`src/rtl/core/ckef_pkg.sv`:
```
// Package for the cluster Kruskal edge filter: payload widths, operation
// codes and the sequencer state type. No dependencies.
package ckef_pkg;

  localparam int VERTEX_W  = 12;
  localparam int CLUSTER_W = 6;
  localparam int COUNT_W   = 7;
  localparam int MODE_W    = 2;

  typedef enum logic [MODE_W-1:0] {
    MODE_START  = 2'd0,
    MODE_PRESET = 2'd1,
    MODE_EDGE   = 2'd2,
    MODE_READ   = 2'd3
  } ckef_mode_t;

  typedef enum logic [3:0] {
    ST_IDLE,
    ST_EXEC,
    ST_REP_A,
    ST_REP_B,
    ST_WALK_A,
    ST_WALK_B,
    ST_LINK,
    ST_FIX_B,
    ST_READ,
    ST_DONE
  } ckef_state_t;

endpackage

```
`src/rtl/core/ckef_if.sv`:
```
// Valid/ready channel interfaces for the edge filter's input and result beats.
// Depends on ckef_pkg for the field widths.
interface ckef_in_if import ckef_pkg::*; ();
  logic                 valid;
  logic                 ready;
  logic [MODE_W-1:0]    mode;
  logic [VERTEX_W-1:0]  vertex_a;
  logic [CLUSTER_W-1:0] cluster_a;
  logic [VERTEX_W-1:0]  vertex_b;
  logic [CLUSTER_W-1:0] cluster_b;

  modport source (output valid, mode, vertex_a, cluster_a, vertex_b, cluster_b,
                  input ready);
  modport sink   (input valid, mode, vertex_a, cluster_a, vertex_b, cluster_b,
                  output ready);
endinterface

interface ckef_out_if import ckef_pkg::*; ();
  logic                valid;
  logic                ready;
  logic                accepted;
  logic                complete;
  logic [COUNT_W-1:0]  components_left;
  logic                rep_valid;
  logic [VERTEX_W-1:0] rep_vertex;

  modport source (output valid, accepted, complete, components_left, rep_valid,
                  rep_vertex, input ready);
  modport sink   (input valid, accepted, complete, components_left, rep_valid,
                  rep_vertex, output ready);
endinterface

```
`src/rtl/core/ckef_ram.sv`:
```
// Generic simple dual-port RAM: one write port, one read port, registered read.
// No dependencies.
module ckef_ram #(
  parameter int WIDTH = 8,
  parameter int DEPTH = 64
) (
  input  logic                     clk,
  input  logic                     wr_en,
  input  logic [$clog2(DEPTH)-1:0] wr_addr,
  input  logic [WIDTH-1:0]         wr_data,
  input  logic [$clog2(DEPTH)-1:0] rd_addr,
  output logic [WIDTH-1:0]         rd_data
);

  logic [WIDTH-1:0] mem [DEPTH];
  logic [WIDTH-1:0] rd_data_r;

  always_ff @(posedge clk) begin
    if (wr_en) begin
      mem[wr_addr] <= wr_data;
    end
    rd_data_r <= mem[rd_addr];
  end

  assign rd_data = rd_data_r;

endmodule

```
`src/rtl/core/cluster_kruskal_edge_filter_top.sv`:
```
// Top level of the cluster Kruskal edge filter.
// Depends on ckef_pkg, ckef_in_if / ckef_out_if and ckef_ram.

// Kruskal edge filter for a generalized minimum spanning tree over clusters.
// Each input beat carries a mode: start (clear representatives and the
// union-find forest, load the component count from the value written on
// cfg_wdata, clamped to 1..MAX_CLUSTERS), preset a representative, offer
// an edge, or read a representative. Every input beat yields exactly one
// result beat. The block takes one beat at a time: in_ready is high only
// while the sequencer is idle. An accepted edge walks from each endpoint's
// cluster to its root over the parent links; the walk reads the parent RAM
// once per hop through its single read port, and the number of hops is at
// most the active cluster count minus one. An edge is refused when both
// clusters already share a root, on range or completion, or on the
// representative check. Representative vertices live in one RAM, parent
// links in another; parent links and representative-set bits use
// per-entry valid flops, so start clears them with no clearing pass. The
// result waits in an output register, so a stalled sink holds only the
// final hand-off.
module cluster_kruskal_edge_filter_top
  import ckef_pkg::*;
#(
  parameter int MAX_CLUSTERS = 64,
  parameter int MAX_VERTICES = 4096
) (
  input  logic               clk,
  input  logic               rst_n,
  ckef_in_if.sink            in_ch,
  ckef_out_if.source         out_ch,
  input  logic               cfg_we,
  input  logic [COUNT_W-1:0] cfg_wdata
);

  localparam int CW   = $clog2(MAX_CLUSTERS);
  localparam int CNTW = $clog2(MAX_CLUSTERS + 1);

  // Clamp the configured count into 1..MAX_CLUSTERS.
  function automatic logic [CNTW-1:0] clamp_count(input logic [COUNT_W-1:0] c);
    logic [CNTW-1:0] r;
    if (c == '0) begin
      r = CNTW'(1);
    end else if (32'(c) > 32'(MAX_CLUSTERS)) begin
      r = CNTW'(MAX_CLUSTERS);
    end else begin
      r = CNTW'(c);
    end
    return r;
  endfunction

  // Sequencer and item registers
  ckef_state_t          state_r, state_nxt;
  ckef_mode_t           mode_r, mode_nxt;
  logic [VERTEX_W-1:0]  va_r, va_nxt, vb_r, vb_nxt;
  logic [CLUSTER_W-1:0] ca_r, ca_nxt, cb_r, cb_nxt;

  // Configuration and run state
  logic [COUNT_W-1:0]      cfg_r, cfg_nxt;
  logic [CNTW-1:0]         active_r, active_nxt;
  logic [CNTW-1:0]         comp_r, comp_nxt;
  logic [MAX_CLUSTERS-1:0] rep_set_r, rep_set_nxt;
  logic [MAX_CLUSTERS-1:0] pvalid_r, pvalid_nxt;

  // Root walk registers
  logic [CW-1:0] x_r, x_nxt;
  logic [CW-1:0] ra_r, ra_nxt;

  // Pending result fields
  logic                acc_r, acc_nxt;
  logic                rv_r, rv_nxt;
  logic [VERTEX_W-1:0] rvx_r, rvx_nxt;

  // Output register
  logic                out_valid_r, out_valid_nxt;
  logic                out_acc_r, out_acc_nxt;
  logic                out_cmp_r, out_cmp_nxt;
  logic [COUNT_W-1:0]  out_comp_r, out_comp_nxt;
  logic                out_rv_r, out_rv_nxt;
  logic [VERTEX_W-1:0] out_rvx_r, out_rvx_nxt;

  // RAM ports
  logic                rep_we;
  logic [CW-1:0]       rep_waddr, rep_raddr;
  logic [VERTEX_W-1:0] rep_wdata, rep_q;
  logic                par_we;
  logic [CW-1:0]       par_waddr, par_wdata, par_q;

  logic [CW-1:0] ca_idx, cb_idx;
  logic          ca_ok, cb_ok, va_ok, vb_ok;
  logic [CW-1:0] walk_p;
  logic          out_free;

  assign ca_idx = CW'(ca_r);
  assign cb_idx = CW'(cb_r);
  assign ca_ok  = 32'(ca_r) < 32'(active_r);
  assign cb_ok  = 32'(cb_r) < 32'(active_r);
  assign va_ok  = 32'(va_r) < 32'(MAX_VERTICES);
  assign vb_ok  = 32'(vb_r) < 32'(MAX_VERTICES);

  // An entry never linked since start is its own parent.
  assign walk_p   = pvalid_r[x_r] ? par_q : x_r;
  assign out_free = !out_valid_r || out_ch.ready;

  ckef_ram #(.WIDTH(VERTEX_W), .DEPTH(MAX_CLUSTERS)) u_rep_ram (
    .clk     (clk),
    .wr_en   (rep_we),
    .wr_addr (rep_waddr),
    .wr_data (rep_wdata),
    .rd_addr (rep_raddr),
    .rd_data (rep_q)
  );

  ckef_ram #(.WIDTH(CW), .DEPTH(MAX_CLUSTERS)) u_par_ram (
    .clk     (clk),
    .wr_en   (par_we),
    .wr_addr (par_waddr),
    .wr_data (par_wdata),
    .rd_addr (x_nxt),
    .rd_data (par_q)
  );

  always_ff @(posedge clk) begin
    if (!rst_n) begin
      state_r     <= ST_IDLE;
      cfg_r       <= COUNT_W'(64);
      active_r    <= clamp_count(COUNT_W'(64));
      comp_r      <= clamp_count(COUNT_W'(64));
      rep_set_r   <= '0;
      pvalid_r    <= '0;
      out_valid_r <= 1'b0;
    end else begin
      state_r     <= state_nxt;
      cfg_r       <= cfg_nxt;
      active_r    <= active_nxt;
      comp_r      <= comp_nxt;
      rep_set_r   <= rep_set_nxt;
      pvalid_r    <= pvalid_nxt;
      out_valid_r <= out_valid_nxt;
    end
  end

  // Payload registers: no reset
  always_ff @(posedge clk) begin
    mode_r     <= mode_nxt;
    va_r       <= va_nxt;
    ca_r       <= ca_nxt;
    vb_r       <= vb_nxt;
    cb_r       <= cb_nxt;
    x_r        <= x_nxt;
    ra_r       <= ra_nxt;
    acc_r      <= acc_nxt;
    rv_r       <= rv_nxt;
    rvx_r      <= rvx_nxt;
    out_acc_r  <= out_acc_nxt;
    out_cmp_r  <= out_cmp_nxt;
    out_comp_r <= out_comp_nxt;
    out_rv_r   <= out_rv_nxt;
    out_rvx_r  <= out_rvx_nxt;
  end

  always_comb begin
    state_nxt     = state_r;
    mode_nxt      = mode_r;
    va_nxt        = va_r;
    ca_nxt        = ca_r;
    vb_nxt        = vb_r;
    cb_nxt        = cb_r;
    cfg_nxt       = cfg_we ? cfg_wdata : cfg_r;
    active_nxt    = active_r;
    comp_nxt      = comp_r;
    rep_set_nxt   = rep_set_r;
    pvalid_nxt    = pvalid_r;
    x_nxt         = x_r;
    ra_nxt        = ra_r;
    acc_nxt       = acc_r;
    rv_nxt        = rv_r;
    rvx_nxt       = rvx_r;
    out_acc_nxt   = out_acc_r;
    out_cmp_nxt   = out_cmp_r;
    out_comp_nxt  = out_comp_r;
    out_rv_nxt    = out_rv_r;
    out_rvx_nxt   = out_rvx_r;
    // Drop the result once the sink takes it.
    out_valid_nxt = out_valid_r && !out_ch.ready;
    in_ch.ready   = 1'b0;
    rep_we        = 1'b0;
    rep_waddr     = ca_idx;
    rep_wdata     = va_r;
    rep_raddr     = ca_idx;
    par_we        = 1'b0;
    par_waddr     = ra_r;
    par_wdata     = x_r;

    case (state_r)
      ST_IDLE: begin
        in_ch.ready = 1'b1;
        if (in_ch.valid) begin
          mode_nxt  = ckef_mode_t'(in_ch.mode);
          va_nxt    = in_ch.vertex_a;
          ca_nxt    = in_ch.cluster_a;
          vb_nxt    = in_ch.vertex_b;
          cb_nxt    = in_ch.cluster_b;
          state_nxt = ST_EXEC;
        end
      end
      ST_EXEC: begin
        acc_nxt = 1'b0;
        rv_nxt  = 1'b0;
        rvx_nxt = '0;
        case (mode_r)
          MODE_START: begin
            active_nxt  = clamp_count(cfg_r);
            comp_nxt    = clamp_count(cfg_r);
            rep_set_nxt = '0;
            pvalid_nxt  = '0;
            state_nxt   = ST_DONE;
          end
          MODE_PRESET: begin
            if (ca_ok && va_ok) begin
              rep_we              = 1'b1;
              rep_set_nxt[ca_idx] = 1'b1;
            end
            state_nxt = ST_DONE;
          end
          MODE_EDGE: begin
            // Issue the read of cluster A's representative.
            if (comp_r > CNTW'(1) && ca_ok && cb_ok && va_ok && vb_ok) begin
              state_nxt = ST_REP_A;
            end else begin
              state_nxt = ST_DONE;
            end
          end
          MODE_READ: begin
            state_nxt = ST_READ;
          end
          default: begin
            state_nxt = ST_DONE;
          end
        endcase
      end
      ST_REP_A: begin
        rep_raddr = cb_idx;
        if (!rep_set_r[ca_idx] || rep_q == va_r) begin
          state_nxt = ST_REP_B;
        end else begin
          state_nxt = ST_DONE;
        end
      end
      ST_REP_B: begin
        if (!rep_set_r[cb_idx] || rep_q == vb_r) begin
          x_nxt     = ca_idx;
          state_nxt = ST_WALK_A;
        end else begin
          state_nxt = ST_DONE;
        end
      end
      ST_WALK_A: begin
        if (walk_p == x_r) begin
          ra_nxt    = x_r;
          x_nxt     = cb_idx;
          state_nxt = ST_WALK_B;
        end else begin
          x_nxt = walk_p;
        end
      end
      ST_WALK_B: begin
        if (walk_p == x_r) begin
          // Hold the root of B in x_r for the link.
          state_nxt = (x_r == ra_r) ? ST_DONE : ST_LINK;
        end else begin
          x_nxt = walk_p;
        end
      end
      ST_LINK: begin
        par_we              = 1'b1;
        pvalid_nxt[ra_r]    = 1'b1;
        rep_we              = 1'b1;
        rep_set_nxt[ca_idx] = 1'b1;
        comp_nxt            = comp_r - CNTW'(1);
        state_nxt           = ST_FIX_B;
      end
      ST_FIX_B: begin
        rep_we              = 1'b1;
        rep_waddr           = cb_idx;
        rep_wdata           = vb_r;
        rep_set_nxt[cb_idx] = 1'b1;
        acc_nxt             = 1'b1;
        state_nxt           = ST_DONE;
      end
      ST_READ: begin
        if (ca_ok && rep_set_r[ca_idx]) begin
          rv_nxt  = 1'b1;
          rvx_nxt = rep_q;
        end
        state_nxt = ST_DONE;
      end
      ST_DONE: begin
        // Advance the result into the output register when it is free.
        if (out_free) begin
          out_valid_nxt = 1'b1;
          out_acc_nxt   = acc_r;
          out_cmp_nxt   = comp_r <= CNTW'(1);
          out_comp_nxt  = COUNT_W'(comp_r);
          out_rv_nxt    = rv_r;
          out_rvx_nxt   = rvx_r;
          state_nxt     = ST_IDLE;
        end
      end
      default: begin
        state_nxt = ST_IDLE;
      end
    endcase
  end

  assign out_ch.valid           = out_valid_r;
  assign out_ch.accepted        = out_acc_r;
  assign out_ch.complete        = out_cmp_r;
  assign out_ch.components_left = out_comp_r;
  assign out_ch.rep_valid       = out_rv_r;
  assign out_ch.rep_vertex      = out_rvx_r;

endmodule

```
`src/flat_wrapper.sv`:
```
// flat-port wrapper written by rule: the top's interface ports become plain ports
module cluster_kruskal_edge_filter_top_flat import ckef_pkg::*;
#(
  parameter int MAX_CLUSTERS = 64,
  parameter int MAX_VERTICES = 4096
)
  (clk, rst_n, cfg_we, cfg_wdata, in_ch_valid, in_ch_mode, in_ch_vertex_a, in_ch_cluster_a, in_ch_vertex_b, in_ch_cluster_b, in_ch_ready, out_ch_valid, out_ch_accepted, out_ch_complete, out_ch_components_left, out_ch_rep_valid, out_ch_rep_vertex, out_ch_ready);
  ckef_in_if in_ch_i ();
  ckef_out_if out_ch_i ();
  input  logic clk;
  input  logic rst_n;
  input  logic cfg_we;
  input  logic [COUNT_W-1:0] cfg_wdata;
  input wire logic [$bits(in_ch_i.valid)-1:0] in_ch_valid;
  input wire logic [$bits(in_ch_i.mode)-1:0] in_ch_mode;
  input wire logic [$bits(in_ch_i.vertex_a)-1:0] in_ch_vertex_a;
  input wire logic [$bits(in_ch_i.cluster_a)-1:0] in_ch_cluster_a;
  input wire logic [$bits(in_ch_i.vertex_b)-1:0] in_ch_vertex_b;
  input wire logic [$bits(in_ch_i.cluster_b)-1:0] in_ch_cluster_b;
  output wire logic [$bits(in_ch_i.ready)-1:0] in_ch_ready;
  output wire logic [$bits(out_ch_i.valid)-1:0] out_ch_valid;
  output wire logic [$bits(out_ch_i.accepted)-1:0] out_ch_accepted;
  output wire logic [$bits(out_ch_i.complete)-1:0] out_ch_complete;
  output wire logic [$bits(out_ch_i.components_left)-1:0] out_ch_components_left;
  output wire logic [$bits(out_ch_i.rep_valid)-1:0] out_ch_rep_valid;
  output wire logic [$bits(out_ch_i.rep_vertex)-1:0] out_ch_rep_vertex;
  input wire logic [$bits(out_ch_i.ready)-1:0] out_ch_ready;
  assign in_ch_i.valid = in_ch_valid;
  assign in_ch_i.mode = in_ch_mode;
  assign in_ch_i.vertex_a = in_ch_vertex_a;
  assign in_ch_i.cluster_a = in_ch_cluster_a;
  assign in_ch_i.vertex_b = in_ch_vertex_b;
  assign in_ch_i.cluster_b = in_ch_cluster_b;
  assign in_ch_ready = in_ch_i.ready;
  assign out_ch_valid = out_ch_i.valid;
  assign out_ch_accepted = out_ch_i.accepted;
  assign out_ch_complete = out_ch_i.complete;
  assign out_ch_components_left = out_ch_i.components_left;
  assign out_ch_rep_valid = out_ch_i.rep_valid;
  assign out_ch_rep_vertex = out_ch_i.rep_vertex;
  assign out_ch_i.ready = out_ch_ready;
  cluster_kruskal_edge_filter_top #(.MAX_CLUSTERS(MAX_CLUSTERS), .MAX_VERTICES(MAX_VERTICES)) u_core (.clk(clk), .rst_n(rst_n), .in_ch(in_ch_i), .out_ch(out_ch_i), .cfg_we(cfg_we), .cfg_wdata(cfg_wdata));
endmodule
```
`config.mk`:
```
export PLATFORM = sky130hd
export DESIGN_NAME = cluster_kruskal_edge_filter_top_flat
export DESIGN_NICKNAME = d
export VERILOG_FILES = /design/src/rtl/core/ckef_pkg.sv /design/src/rtl/core/ckef_if.sv /design/src/rtl/core/ckef_ram.sv /design/src/rtl/core/cluster_kruskal_edge_filter_top.sv /design/src/flat_wrapper.sv
export SDC_FILE = /design/constraint.sdc
export NUM_CORES = 2
export LEC_CHECK = 0
export BUFFER_PORTS_ARGS = -buffer_cell sky130_fd_sc_hd__buf_2
export CORE_ASPECT_RATIO = 0.9
export CORE_UTILIZATION = 55
export DETAILED_ROUTE_END_ITERATION = 16
export PLACE_DENSITY = 0.76
export SYNTH_ARGS = -nofsm -noshare
export SYNTH_HDL_FRONTEND = slang
export SYNTH_SLANG_ARGS = --single-unit
```
`constraint.sdc`:
```
create_clock -name clk -period 4.5 [get_ports clk]
set_input_delay 0.225 -clock clk [delete_from_list [all_inputs] [get_ports clk]]
set_output_delay 0.225 -clock clk [all_outputs]
set_load 0.01 [all_outputs]
```
==> results.tsv <==
metric	value	unit
Syn-to-layout area delta	14.9	%
hold_ws	183	ps
met1 GRT Util	39.9	%
Post-Syn Area	0.0569	mm²
DR vias	34300	
first-pass iteration count of the detailed router	5	
Synth area leaders	edfxtp_1, mux4_2, dfxtp_1	
Detailed Route Iter0 Violations	4723	
MaxCap Viol Count	0	
r2r setup slk	110	ps
drt drc	0	
DP HPWL	88200	µm
clock transition at the registers of the reported paths	60	ps
Crit Path Category	flop to flop	
top post-synthesis cells by count	edfxtp_1, nor2_1, nand2_1, mux4_2, dfxtp_1	
DIE AREA	0.105	mm²
I/O Buffers	73	
die width	341	µm
clock buffer depth	3	
Hold Path Stages	2	
maximum VDD drop	0.383	mV
setup tns final	0	ps
clk_skew	53.7	ps
vias per cell	6.46	
I/O pin cnt	74	
Worst Hold End	u_core.va_r[6]	
Final Worst Setup Slack	110	ps
Routed WL	145000	µm
gr usage total	27.6	%
Synthesized Nets	3613	
Post-synth EDFFs	1232	
vias in the first global route	33400	
sequential fraction of the synthesis area	71.3	%
fmax	0.228	GHz
post-synth top area cell	edfxtp_1	
synth warn	0	
Synth async-reset ratio	0	%
CTS Buf Count	140	
antenna violations before repair	2	
Setup crit end kind	flop	
Setup Viol. Count Final	0	
status	finished, final reports clean	
final worst path period share	97.6	%
Starting Density	55.6	%
fraction of layout cells with a size suffix above 1	20.7	%
synthesized area per cell	16.0	µm²
Lkg Pwr	21.9	nW
Critical Path AT	5030	ps
GPL Wtd Cong	0.925	
Die Y	307	µm
FP Rows	111	
Slew Viols, Final	0	
clock sink count	1410	
Pwr Total	32.6	mW
pwr/cell area	498	mW/mm²
Post-Synthesis Cells	3551	
min cycle time layout	4390	ps
RSZ-0062 raised after global routing	false	
pin count of the biggest net entering global routing	91	
Cell variety after synth	71	
CTS root buf	clkbuf_16	
first-pass GRT wire length	215000	µm
core area	0.102	mm²
main flop type after synthesis	edfxtp_1	
worst slack at placement	-80.0	ps
CP startpoint kind	flop	
reg-to-reg endpoint	u_core.u_par_ram.rd_data[5]	
Rel. slew slack	10.3	%
worst skew pair latency	770	ps
share of the synthesized area in the top cell type	65.0	%
H-tree levels	4	
GRT met3 Usage	6.23	%
WP data required	5140	ps
antenna-violating nets left	0	
remaining global-route overflow	0	
Wirelength per Cell	27.3	µm
largest fanout on the critical path	59	
Worst-Margin Slew	1340	ps
HP Class	primary input to flop	
number of synthesized register bits	1410	
met2 Resource Use GR	42.2	%
most common cell in the netlist	edfxtp_1	
TritonCTS clock tree	done	
hold path start	in_ch_vertex_a[6]	
FF-to-FF path depth	14	
GRT busiest layer	met2	
reg2reg start	u_core.par_wdata[1]	
nets	3893	
Hold Violations, Final	0	
-- report_power, final --
group	leakage (nW)	internal, mW	switching [mW]
clock	2.15	6.38	5.02
sequential	12.6	14.9	0.274
combinational	7.13	2.24	3.73
-- worst max path at each step --
stage | start | to | slack [ps] | depth (start not counted)
after CTS | u_core.par_wdata[1] | u_core.u_par_ram.rd_data[1] | 30 | 16
after detailed placement | u_core.par_wdata[1] | u_core.u_par_ram.rd_data[3] | -80 | 13
after floorplan | u_core.par_wdata[1] | u_core.u_par_ram.rd_data[4] | 220 | 16
final | u_core.par_wdata[1] | u_core.u_par_ram.rd_data[5] | 110 | 14
after global routing | u_core.par_wdata[1] | u_core.u_par_ram.rd_data[5] | 6 | 15
after global placement | u_core.par_wdata[1] | u_core.u_par_ram.rd_data[1] | 110 | 16
-- registers in the layout (all words and copies together) (netlist names), 6 cells and up --
| name | count |
|---|---|
| u_core.out_ch.rep_vertex | 12 |
| u_core.vb_r | 12 |
| u_core.u_rep_ram.mem | 768 |
| u_core.par_wdata | 6 |
| u_core.rep_set_r | 64 |
| u_core.ca_idx | 6 |
| u_core.cb_idx | 6 |
| u_core.cfg_r | 7 |
| u_core.rvx_r | 12 |
| u_core.u_par_ram.mem | 384 |
| u_core.pvalid_r | 64 |
| u_core.active_r | 7 |
| u_core.par_waddr | 6 |
| u_core.comp_r | 7 |
| u_core.out_ch.components_left | 7 |
| u_core.u_rep_ram.rd_data | 12 |
| u_core.u_par_ram.rd_data | 6 |
| u_core.va_r | 12 |
-- worst max-delay path: stages, from the launching register on --
cell and delay (ps):
dfxtp_4 510, mux4_1 590, mux4_2 530, or2_4 280, a32oi_4 280, o211ai_1 150, nand4_1 110, and3_4 240
buf_12 320, buf_12 250, mux2i_1 250, o32ai_1 120, o21ai_0 200, o21a_1 240, nand4_1 100
-- cell type report --
type,count,area (µm²)
clock inverters,78,811
fillers,6840,36800
flip-flops and latches,1410,40600
multi-input cells,1889,15400
repair buffers,362,3050
diodes,1,2.50
inverters,28,105
well taps,1356,1700
clock buffers,176,3700
-- layer usage --
layer  up-vias  routed length, µm  share of wire [%]
met5         -                 13             0.0090
met4         2               3950                2.7
met3       293              16500                 11
met2      2179              66800                 46
met1     17300              57400                 40
li1      14500                  -                  -
-- per-stage QoR --
| stage | utilization [%] | instance area, µm² | std cells |
|---|---|---|---|
| finish | 64.0 | 65400 | 5300 |
| detailed placement | 59.0 | 60300 | 4990 |
| floorplan | - | 56900 | 3551 |
| CTS | 63.9 | 65300 | 5298 |
| global placement | 59.0 | 60300 | 4990 |
| global route | 64.0 | 65400 | 5299 |
-- timing repair --
action / in CTS / in global routing
setup buffers: 0 / 1
gates resized for setup: 2 / 3
endpoints found under the hold margin: 47 / 0
setup endpoints to repair: 6 / 6
hold buffers: 54 / 0
pin swaps: 0 / 0
-- logic make-up after synthesis --
logic type / after synthesis / share of synthesized area, %
compound gates: 539 / 6.69
xor+xnor: 37 / 0.570
fa+ha+maj: 12 / 0.264
buf+inv: 252 / 1.81
flops: 1410 / 71.3
mux: 394 / 11.8
simple gates: 907 / 7.51
-- cell usage in the layout, fill, tap and decap left out, types with 14 or more instances in the layout --
| master | instances |
|---|---|
| dlygate4sd3_1 | 54 |
| buf_2 | 73 |
| mux2i_1 | 130 |
| clkbuf_1 | 31 |
| mux4_2 | 209 |
| inv_1 | 26 |
| clkbuf_16 | 141 |
| nand4_1 | 14 |
| a311oi_1 | 30 |
| buf_12 | 30 |
| nand3_1 | 46 |
| nor3_1 | 16 |
| nor4_1 | 22 |
| xor2_1 | 19 |
| a31oi_1 | 55 |
| nor2_1 | 301 |
| dfxtp_1 | 172 |
| buf_4 | 205 |
| o21ai_0 | 27 |
| mux2_2 | 39 |
| and2_1 | 87 |
| and3_1 | 59 |
| xnor2_1 | 18 |
| a21oi_1 | 59 |
| o21a_1 | 40 |
| a211oi_1 | 106 |
| nand2_2 | 14 |
| nand2b_1 | 15 |
| nand2_1 | 234 |
| nor2b_1 | 62 |
| a22oi_1 | 38 |
| o22ai_1 | 92 |
| edfxtp_1 | 1232 |
| clkinv_1 | 27 |
Note: power is estimated with default switching activity, not from simulation.
